--- src/sv/wss_pkg.sv ---
// shared sizes, codes and state type for the weighted symbol sampler
package wss_pkg;

    localparam int NUM_SYMBOLS = 128;
    localparam int COUNT_BITS  = 16;
    localparam int SYM_BITS    = $clog2(NUM_SYMBOLS);
    localparam int TOTAL_BITS  = COUNT_BITS + SYM_BITS;

    localparam int OP_BITS     = 2;
    localparam int IN_SYM_BITS = 7;
    localparam int FRAC_BITS   = 16;
    localparam int OUT_SYM_BITS = 7;
    localparam int STATUS_BITS = 3;

    localparam int IN_BITS     = OP_BITS + IN_SYM_BITS + FRAC_BITS;
    localparam int S_TDATA_BITS = ((IN_BITS + 7) / 8) * 8;
    localparam int OUT_BITS    = OUT_SYM_BITS + STATUS_BITS;
    localparam int M_TDATA_BITS = ((OUT_BITS + 7) / 8) * 8;
    localparam int PROD_BITS   = FRAC_BITS + TOTAL_BITS;

    typedef enum logic [OP_BITS-1:0] {
        OP_COUNT  = 2'd0,
        OP_SAMPLE = 2'd1,
        OP_CLEAR  = 2'd2,
        OP_IDLE   = 2'd3
    } opcode_t;

    typedef enum logic [STATUS_BITS-1:0] {
        ST_COUNTED   = 3'd0,
        ST_SAMPLED   = 3'd1,
        ST_EMPTY     = 3'd2,
        ST_CLEARED   = 3'd3,
        ST_SATURATED = 3'd4
    } status_t;

    typedef enum logic [2:0] {
        S_IDLE,
        S_CNT_UPD,
        S_SMP_MUL,
        S_SMP_SCAN,
        S_RESP
    } state_t;

endpackage

--- src/sv/wss_ram.sv ---
// generic simple dual-port ram with registered read
module wss_ram #(
    parameter int WIDTH = 16,
    parameter int DEPTH = 128
) (
    input  logic                     aclk,
    input  logic                     we,
    input  logic [$clog2(DEPTH)-1:0] waddr,
    input  logic [WIDTH-1:0]         wdata,
    input  logic [$clog2(DEPTH)-1:0] raddr,
    output logic [WIDTH-1:0]         rdata
);

    logic [WIDTH-1:0] mem [DEPTH];

    always_ff @(posedge aclk) begin
        if (we) begin
            mem[waddr] <= wdata;
        end
        rdata <= mem[raddr];
    end

endmodule

--- src/sv/weighted_symbol_sampler.sv ---
// top level of the weighted symbol sampler: sequencer, count store and scan datapath
//
// Keeps one count per symbol in a ram plus a running total. A count request reads the
// symbol's count and writes it back incremented in S_CNT_UPD, saturating at the largest
// count. A sample request scales the 16-bit fraction by the total with one multiply in
// S_SMP_MUL, then walks the counts through the ram's single read port, one symbol per
// cycle, until the running sum passes the threshold or the last symbol is reached. Every
// request ends in S_RESP, which loads the output register once it is free. Clear, unused
// opcodes, samples of an empty table and symbols beyond the table go straight to S_RESP.
// Clear is immediate: per-entry valid bits make cleared entries read as zero, so there is
// no clearing pass after reset or clear. s_tready is high whenever the sequencer is idle,
// even while a result waits in the output register.
module weighted_symbol_sampler (
    input  logic                              aclk,
    input  logic                              aresetn,
    input  logic                              s_tvalid,
    output logic                              s_tready,
    // opcode, symbol, random_fraction, zero pad
    input  logic [wss_pkg::S_TDATA_BITS-1:0]  s_tdata,
    output logic                              m_tvalid,
    input  logic                              m_tready,
    // chosen_symbol, status, zero pad
    output logic [wss_pkg::M_TDATA_BITS-1:0]  m_tdata
);

    localparam int SYM_BITS   = wss_pkg::SYM_BITS;
    localparam int COUNT_BITS = wss_pkg::COUNT_BITS;
    localparam int TOTAL_BITS = wss_pkg::TOTAL_BITS;
    localparam int FRAC_BITS  = wss_pkg::FRAC_BITS;
    localparam int PROD_BITS  = wss_pkg::PROD_BITS;
    localparam int NSYM       = wss_pkg::NUM_SYMBOLS;

    wss_pkg::opcode_t                in_op;
    logic [wss_pkg::IN_SYM_BITS-1:0] in_symbol;
    logic [FRAC_BITS-1:0]            in_frac;

    wss_pkg::state_t state_reg, state_next;

    logic [SYM_BITS-1:0]   idx_reg, idx_next;
    logic [TOTAL_BITS-1:0] run_reg, run_next;
    logic [TOTAL_BITS-1:0] thr_reg, thr_next;
    logic [TOTAL_BITS-1:0] total_reg, total_next;
    logic [NSYM-1:0]       valid_reg, valid_next;
    logic [FRAC_BITS-1:0]  frac_reg, frac_next;

    logic [wss_pkg::OUT_SYM_BITS-1:0] res_sym_reg, res_sym_next;
    wss_pkg::status_t                 res_status_reg, res_status_next;

    logic                             m_tvalid_reg, m_tvalid_next;
    logic [wss_pkg::OUT_SYM_BITS-1:0] m_sym_reg, m_sym_next;
    wss_pkg::status_t                 m_status_reg, m_status_next;

    logic                  ram_we;
    logic [SYM_BITS-1:0]   ram_waddr;
    logic [COUNT_BITS-1:0] ram_wdata;
    logic [SYM_BITS-1:0]   ram_raddr;
    logic [COUNT_BITS-1:0] ram_rdata;

    logic [COUNT_BITS-1:0] cnt_val;
    logic [PROD_BITS-1:0]  product;
    logic [TOTAL_BITS-1:0] run_sum;
    logic                  in_fire;
    logic                  out_free;

    assign in_op     = wss_pkg::opcode_t'(s_tdata[wss_pkg::OP_BITS-1:0]);
    assign in_symbol = s_tdata[wss_pkg::OP_BITS +: wss_pkg::IN_SYM_BITS];
    assign in_frac   = s_tdata[wss_pkg::OP_BITS + wss_pkg::IN_SYM_BITS +: FRAC_BITS];

    assign in_fire  = s_tvalid && s_tready;
    assign out_free = !m_tvalid_reg || m_tready;

    assign cnt_val = valid_reg[idx_reg] ? ram_rdata : '0;
    assign product = PROD_BITS'(frac_reg) * PROD_BITS'(total_reg);
    assign run_sum = TOTAL_BITS'(run_reg + TOTAL_BITS'(cnt_val));

    wss_ram #(
        .WIDTH(COUNT_BITS),
        .DEPTH(NSYM)
    ) u_count_ram (
        .aclk  (aclk),
        .we    (ram_we),
        .waddr (ram_waddr),
        .wdata (ram_wdata),
        .raddr (ram_raddr),
        .rdata (ram_rdata)
    );

    always_ff @(posedge aclk) begin
        if (!aresetn) begin
            state_reg    <= wss_pkg::S_IDLE;
            total_reg    <= '0;
            valid_reg    <= '0;
            m_tvalid_reg <= 1'b0;
        end else begin
            state_reg    <= state_next;
            total_reg    <= total_next;
            valid_reg    <= valid_next;
            m_tvalid_reg <= m_tvalid_next;
        end
    end

    always_ff @(posedge aclk) begin
        idx_reg        <= idx_next;
        run_reg        <= run_next;
        thr_reg        <= thr_next;
        frac_reg       <= frac_next;
        res_sym_reg    <= res_sym_next;
        res_status_reg <= res_status_next;
        m_sym_reg      <= m_sym_next;
        m_status_reg   <= m_status_next;
    end

    always_comb begin
        state_next      = state_reg;
        idx_next        = idx_reg;
        run_next        = run_reg;
        thr_next        = thr_reg;
        total_next      = total_reg;
        valid_next      = valid_reg;
        frac_next       = frac_reg;
        res_sym_next    = res_sym_reg;
        res_status_next = res_status_reg;
        m_tvalid_next   = m_tvalid_reg && !m_tready;
        m_sym_next      = m_sym_reg;
        m_status_next   = m_status_reg;
        s_tready        = 1'b0;
        ram_we          = 1'b0;
        ram_waddr       = idx_reg;
        ram_wdata       = COUNT_BITS'(cnt_val + 1'b1);
        ram_raddr       = SYM_BITS'(in_symbol);

        unique case (state_reg)
            wss_pkg::S_IDLE: begin
                s_tready     = 1'b1;
                res_sym_next = '0;
                idx_next     = SYM_BITS'(in_symbol);
                frac_next    = in_frac;
                if (in_fire) begin
                    unique case (in_op)
                        wss_pkg::OP_COUNT: begin
                            if (int'(in_symbol) >= NSYM) begin
                                res_status_next = wss_pkg::ST_SATURATED;
                                state_next      = wss_pkg::S_RESP;
                            end else begin
                                state_next = wss_pkg::S_CNT_UPD;
                            end
                        end
                        wss_pkg::OP_SAMPLE: begin
                            if (total_reg == '0) begin
                                res_status_next = wss_pkg::ST_EMPTY;
                                state_next      = wss_pkg::S_RESP;
                            end else begin
                                state_next = wss_pkg::S_SMP_MUL;
                            end
                        end
                        wss_pkg::OP_CLEAR: begin
                            valid_next      = '0;
                            total_next      = '0;
                            res_status_next = wss_pkg::ST_CLEARED;
                            state_next      = wss_pkg::S_RESP;
                        end
                        default: begin
                            res_status_next = wss_pkg::ST_EMPTY;
                            state_next      = wss_pkg::S_RESP;
                        end
                    endcase
                end
            end
            wss_pkg::S_CNT_UPD: begin
                if (cnt_val == '1) begin
                    res_status_next = wss_pkg::ST_SATURATED;
                end else begin
                    ram_we              = 1'b1;
                    ram_waddr           = idx_reg;
                    valid_next[idx_reg] = 1'b1;
                    total_next          = TOTAL_BITS'(total_reg + 1'b1);
                    res_status_next     = wss_pkg::ST_COUNTED;
                end
                state_next = wss_pkg::S_RESP;
            end
            wss_pkg::S_SMP_MUL: begin
                thr_next   = product[PROD_BITS-1:FRAC_BITS];
                run_next   = '0;
                idx_next   = '0;
                ram_raddr  = '0;
                state_next = wss_pkg::S_SMP_SCAN;
            end
            wss_pkg::S_SMP_SCAN: begin
                ram_raddr = SYM_BITS'(idx_reg + 1'b1);
                run_next  = run_sum;
                if (run_sum > thr_reg || idx_reg == SYM_BITS'(NSYM - 1)) begin
                    res_sym_next    = wss_pkg::OUT_SYM_BITS'(idx_reg);
                    res_status_next = wss_pkg::ST_SAMPLED;
                    state_next      = wss_pkg::S_RESP;
                end else begin
                    idx_next = SYM_BITS'(idx_reg + 1'b1);
                end
            end
            wss_pkg::S_RESP: begin
                if (out_free) begin
                    m_tvalid_next = 1'b1;
                    m_sym_next    = res_sym_reg;
                    m_status_next = res_status_reg;
                    state_next    = wss_pkg::S_IDLE;
                end
            end
            default: begin
                state_next = wss_pkg::S_IDLE;
            end
        endcase
    end

    assign m_tvalid = m_tvalid_reg;
    assign m_tdata  = wss_pkg::M_TDATA_BITS'({m_status_reg, m_sym_reg});

`ifndef ASSERT_OFF
    a_scan_nonempty: assert property (@(posedge aclk) disable iff (!aresetn)
        (state_reg == wss_pkg::S_SMP_SCAN) |-> (total_reg != '0))
        else $error("scan running on an empty table");

    a_run_bounded: assert property (@(posedge aclk) disable iff (!aresetn)
        (state_reg == wss_pkg::S_SMP_SCAN) |-> (run_reg < total_reg && thr_reg < total_reg))
        else $error("running sum or threshold reached the total");

    a_clear_empties: assert property (@(posedge aclk) disable iff (!aresetn)
        (in_fire && in_op == wss_pkg::OP_CLEAR) |=> (total_reg == '0 && valid_reg == '0))
        else $error("clear left counts behind");

    a_resp_no_accept: assert property (@(posedge aclk) disable iff (!aresetn)
        (state_reg == wss_pkg::S_RESP && !out_free) |=> (state_reg == wss_pkg::S_RESP))
        else $error("result dropped while output register busy");
`endif

endmodule
--- config.mk ---
export PLATFORM = sky130hd
export DESIGN_NAME = weighted_symbol_sampler
export DESIGN_NICKNAME = d
export VERILOG_FILES = /design/src/sv/wss_pkg.sv /design/src/sv/wss_ram.sv /design/src/sv/weighted_symbol_sampler.sv
export SDC_FILE = /design/constraint.sdc
export NUM_CORES = 2
export LEC_CHECK = 0
export BUFFER_PORTS_ARGS = -buffer_cell sky130_fd_sc_hd__buf_2
export CORE_ASPECT_RATIO = 0.75
export CORE_UTILIZATION = 24
export CTS_CLUSTER_DIAMETER = 120
export CTS_CLUSTER_SIZE = 16
export DETAILED_ROUTE_END_ITERATION = 10
export HOLD_SLACK_MARGIN = 0.05
export PLACE_DENSITY = 0.45
export SETUP_SLACK_MARGIN = 0.5
export SYNTH_ARGS = -nofsm -noshare
export SYNTH_HDL_FRONTEND = slang
export SYNTH_SLANG_ARGS = --single-unit
--- constraint.sdc ---
create_clock -name aclk -period 14.2 [get_ports aclk]
set_input_delay 0.71 -clock aclk [delete_from_list [all_inputs] [get_ports aclk]]
set_output_delay 0.71 -clock aclk [all_outputs]
set_load 0.02 [all_outputs]
==> metrics.yaml <==
power_density_mw_per_mm2: 176
fill_cells: 44500
irDropWorstVdd_uv: 211
power_leakage_nw: 41.0
intPower_w: 0.0125
final_cells: 14700
final_antenna_net_count: 0
clock_path_buffers: 4
finalSetupTns_ns: 0
start_util_pct: 24.2
cts_setup_buffers: 0
async_flop_share_pct: 0
synth_cells: 8932
antenna_found_initial: 16
finalCriticalPeriod_ns: 10.13
cp.arrival_ns: 10.66
gp_congestion: 0.829
critical-path-top-delay-family: "compound AO/OA/AOI/OAI gates"
comb_power_share_pct: 34.4
status: "finished clean"
synth_seq_cells: 2308
swShare_pct: 39.2
drc: 0
htree_levels: 4
synth_edf_count: 2137
crit_path_start: "idx_reg[0]"
holdWs_ns: 0.121
worst_pin_slew_ns: 1.32
holdBufCountCts: 13
synth_cell_types: 74
regToRegStartpoint: "idx_reg[0]"
slew_viol_final: 0
cp.required_ns: 14.73
hp-class: "input pin to flip-flop"
placedCellCount: 14400
critPathSlowestCell: "o32ai_1"
largest_register_ffs: 2048
power_frac_seq_pct: 43.4
crit_fanout: 63
startpoint_type: "flip-flop"
grt_pass1_wl_microns: 479000
dieArea_sq_mm: 0.439
syn-cell-area_sq_mm: 0.105
synth-simple-area-share_pct: 17.4
synth_warnings: 0
cts_tree: "done"
syn_area_per_cell_sq_um: 11.7
core_area_sq_mm: 0.433
finalClockSkew_ns: 0.0590
grtUsageTotal_pct: 14.6
crit_path_end_kind: "flip-flop"
drt-total-wl_microns: 330000
setup_violations: 0
die_w_microns: 765
yosysSeqAreaShare_pct: 64.5
globalRouteOverflowTotal: 0
grt_setup_unrepaired: "false"
placementRows: 209
crit_top_cell: "a21o_1"
crit_type: "flip-flop to flip-flop"
clockPowerShare_pct: 22.2
clock_sinks: 2308
setup_slack_ns: 4.07
synth_top_area_share_pct: 61.2
num_io_pins: 54
nets: 9308
switchingPower_w: 0.00807
synthAdderAreaFrac_pct: 7.35
synth.top_cells.by_area: "edfxtp_1, nand2_1, fa_1"
num_vias: 69600
portBuffers: 40
avgViaCountPerCell: 4.74
hp-start: "s_tdata[11]"
firstDrtPassIters: 5
place_worst_setup_slack_ns: 4.19
synth.area.mux_share_pct: 0.550
worstPathBufferInverterCount: 2
synth-xor-area-share_pct: 0.719
drive_above_1_share_pct: 6.70
dp_hpwl_microns: 198000
drt_iter0_drc: 7207
fin_util_pct: 27.1
die_height_microns: 574
synth_compound_area_share_pct: 5.81
clk_latency_ns: 0.88
max_freq_ghz: 0.0987
fin_crit_sh_pct: 71.4
hold_viol_final: 0
clkTransAtPathRegs_ns: 0.07
synth_top_area_cell: "edfxtp_1"
cts_resized: 0
grt_pass1_vias: 67700
wire_per_inst_microns: 22.5
grt_max_degree: 159
max_stage_delay_ns: 0.92
cts_buffers: 171
area_growth_pct: 11.9
synth_top_family_by_area: "simple AND/OR/NAND/NOR gates"
clockRootBuffer: "clkbuf_16"
slew_headroom_pct: 11.1
ys.flop_type: "edfxtp_1"
max_cap_viol_count: 0
## metrics by stage
stage,instance area [sq um],total power (W)
global route,117000,0.0215
detailed placement,113000,0.0162
floorplan,105000,0.0130
CTS,117000,0.0207
global placement,113000,0.0161
finish,117000,0.0206
## final cells by class
class | instances | area [sq um] | share of cell area [%]
inverter | 399 | 1520 | 1.30
antenna | 2 | 5.00 | 0.00427
multi-input combinational | 5623 | 33700 | 28.8
timing repair buffer | 329 | 2600 | 2.22
tap | 5802 | 7260 | 6.19
clock buffer | 210 | 4490 | 3.83
sequential | 2308 | 67600 | 57.6
clock inverter | 8 | 80.1 | 0.0683
## power by group through the flow
| stage | sequential (W) | combinational, W | clock, W |
|---|---|---|---|
| 2_1_floorplan | 0.00927 | 0.00375 | 0 |
| 3_3_place_gp | 0.00908 | 0.00698 | 0 |
| 3_5_place_dp | 0.00909 | 0.00707 | 0 |
| 4_1_cts | 0.00894 | 0.00709 | 0.00471 |
| 5_1_grt | 0.00896 | 0.00761 | 0.00492 |
| 6_report | 0.00894 | 0.00710 | 0.00457 |
## Yosys cell counts (24+ instances only)
| cell type | number |
|---|---|
| nand2_1 | 2369 |
| edfxtp_1 | 2137 |
| nand3_1 | 1053 |
| clkbuf_1 | 529 |
| inv_1 | 395 |
| nor2_1 | 355 |
| a311oi_1 | 326 |
| fa_1 | 292 |
| a21oi_1 | 219 |
| dfxtp_1 | 171 |
| and2_1 | 168 |
| and3_1 | 153 |
| ha_1 | 148 |
| a31oi_1 | 84 |
| buf_1 | 53 |
| a211oi_1 | 51 |
| xnor2_1 | 44 |
| xor2_1 | 42 |
| a21o_1 | 41 |
| mux2i_1 | 25 |
| nand4_1 | 25 |
| nor3_1 | 24 |
## worst reg2reg max path: cells and delay by family (launching register included)
kind	cells	cell delay, ns
AO/OA/AOI/OAI	15	4.41
AND/OR/NAND/NOR	6	1.94
multiplexers	2	1.15
buffers and inverters	2	1.00
adder cells (fa/ha/maj)	3	0.98
flip-flops	1	0.35
## routing by layer
metal | GRT usage (%) | vias up | wire length, microns
li1 | - | 31200 | -
met1 | 22.5 | 35700 | 159000
met2 | 21.2 | 2357 | 139000
met3 | 2.72 | 315 | 25200
met4 | 2.72 | 4 | 5830
met5 | 0.389 | - | 253
## final timing paths
path / to / slack (ns) / cells past startpoint
setup / recovery: idx_reg[1] / 4.07 / 28
hold / removal: frac_reg[2] / 0.12 / 1
setup reg to reg: idx_reg[1] / 4.07 / 28
hold reg to reg: m_sym_reg[2] / 0.42 / 0
## cell families after synthesis
family	Yosys count
and+or+nand+nor	4207
muxes	43
DFF	2308
buffers and inverters	1006
xor gates and xnor gates	86
AOI/OAI and AO/OA	840
adders and majority gates	441
other	1
## placed cells by master, fill, tap and decap left out, drive strengths merged, types with 51 or more instances in the layout
cell type and count:
fa 292, a31oi 88, inv 401, and3 153, nand2 2369, dfxtp 171
a311oi 326, a211oi 51, and2 168, nor2 355, edfxtp 2137, buf 316
ha 148, clkbuf 210, a21oi 219, nand3 1053
No activity file was read; power rests on OpenSTA's default activity.
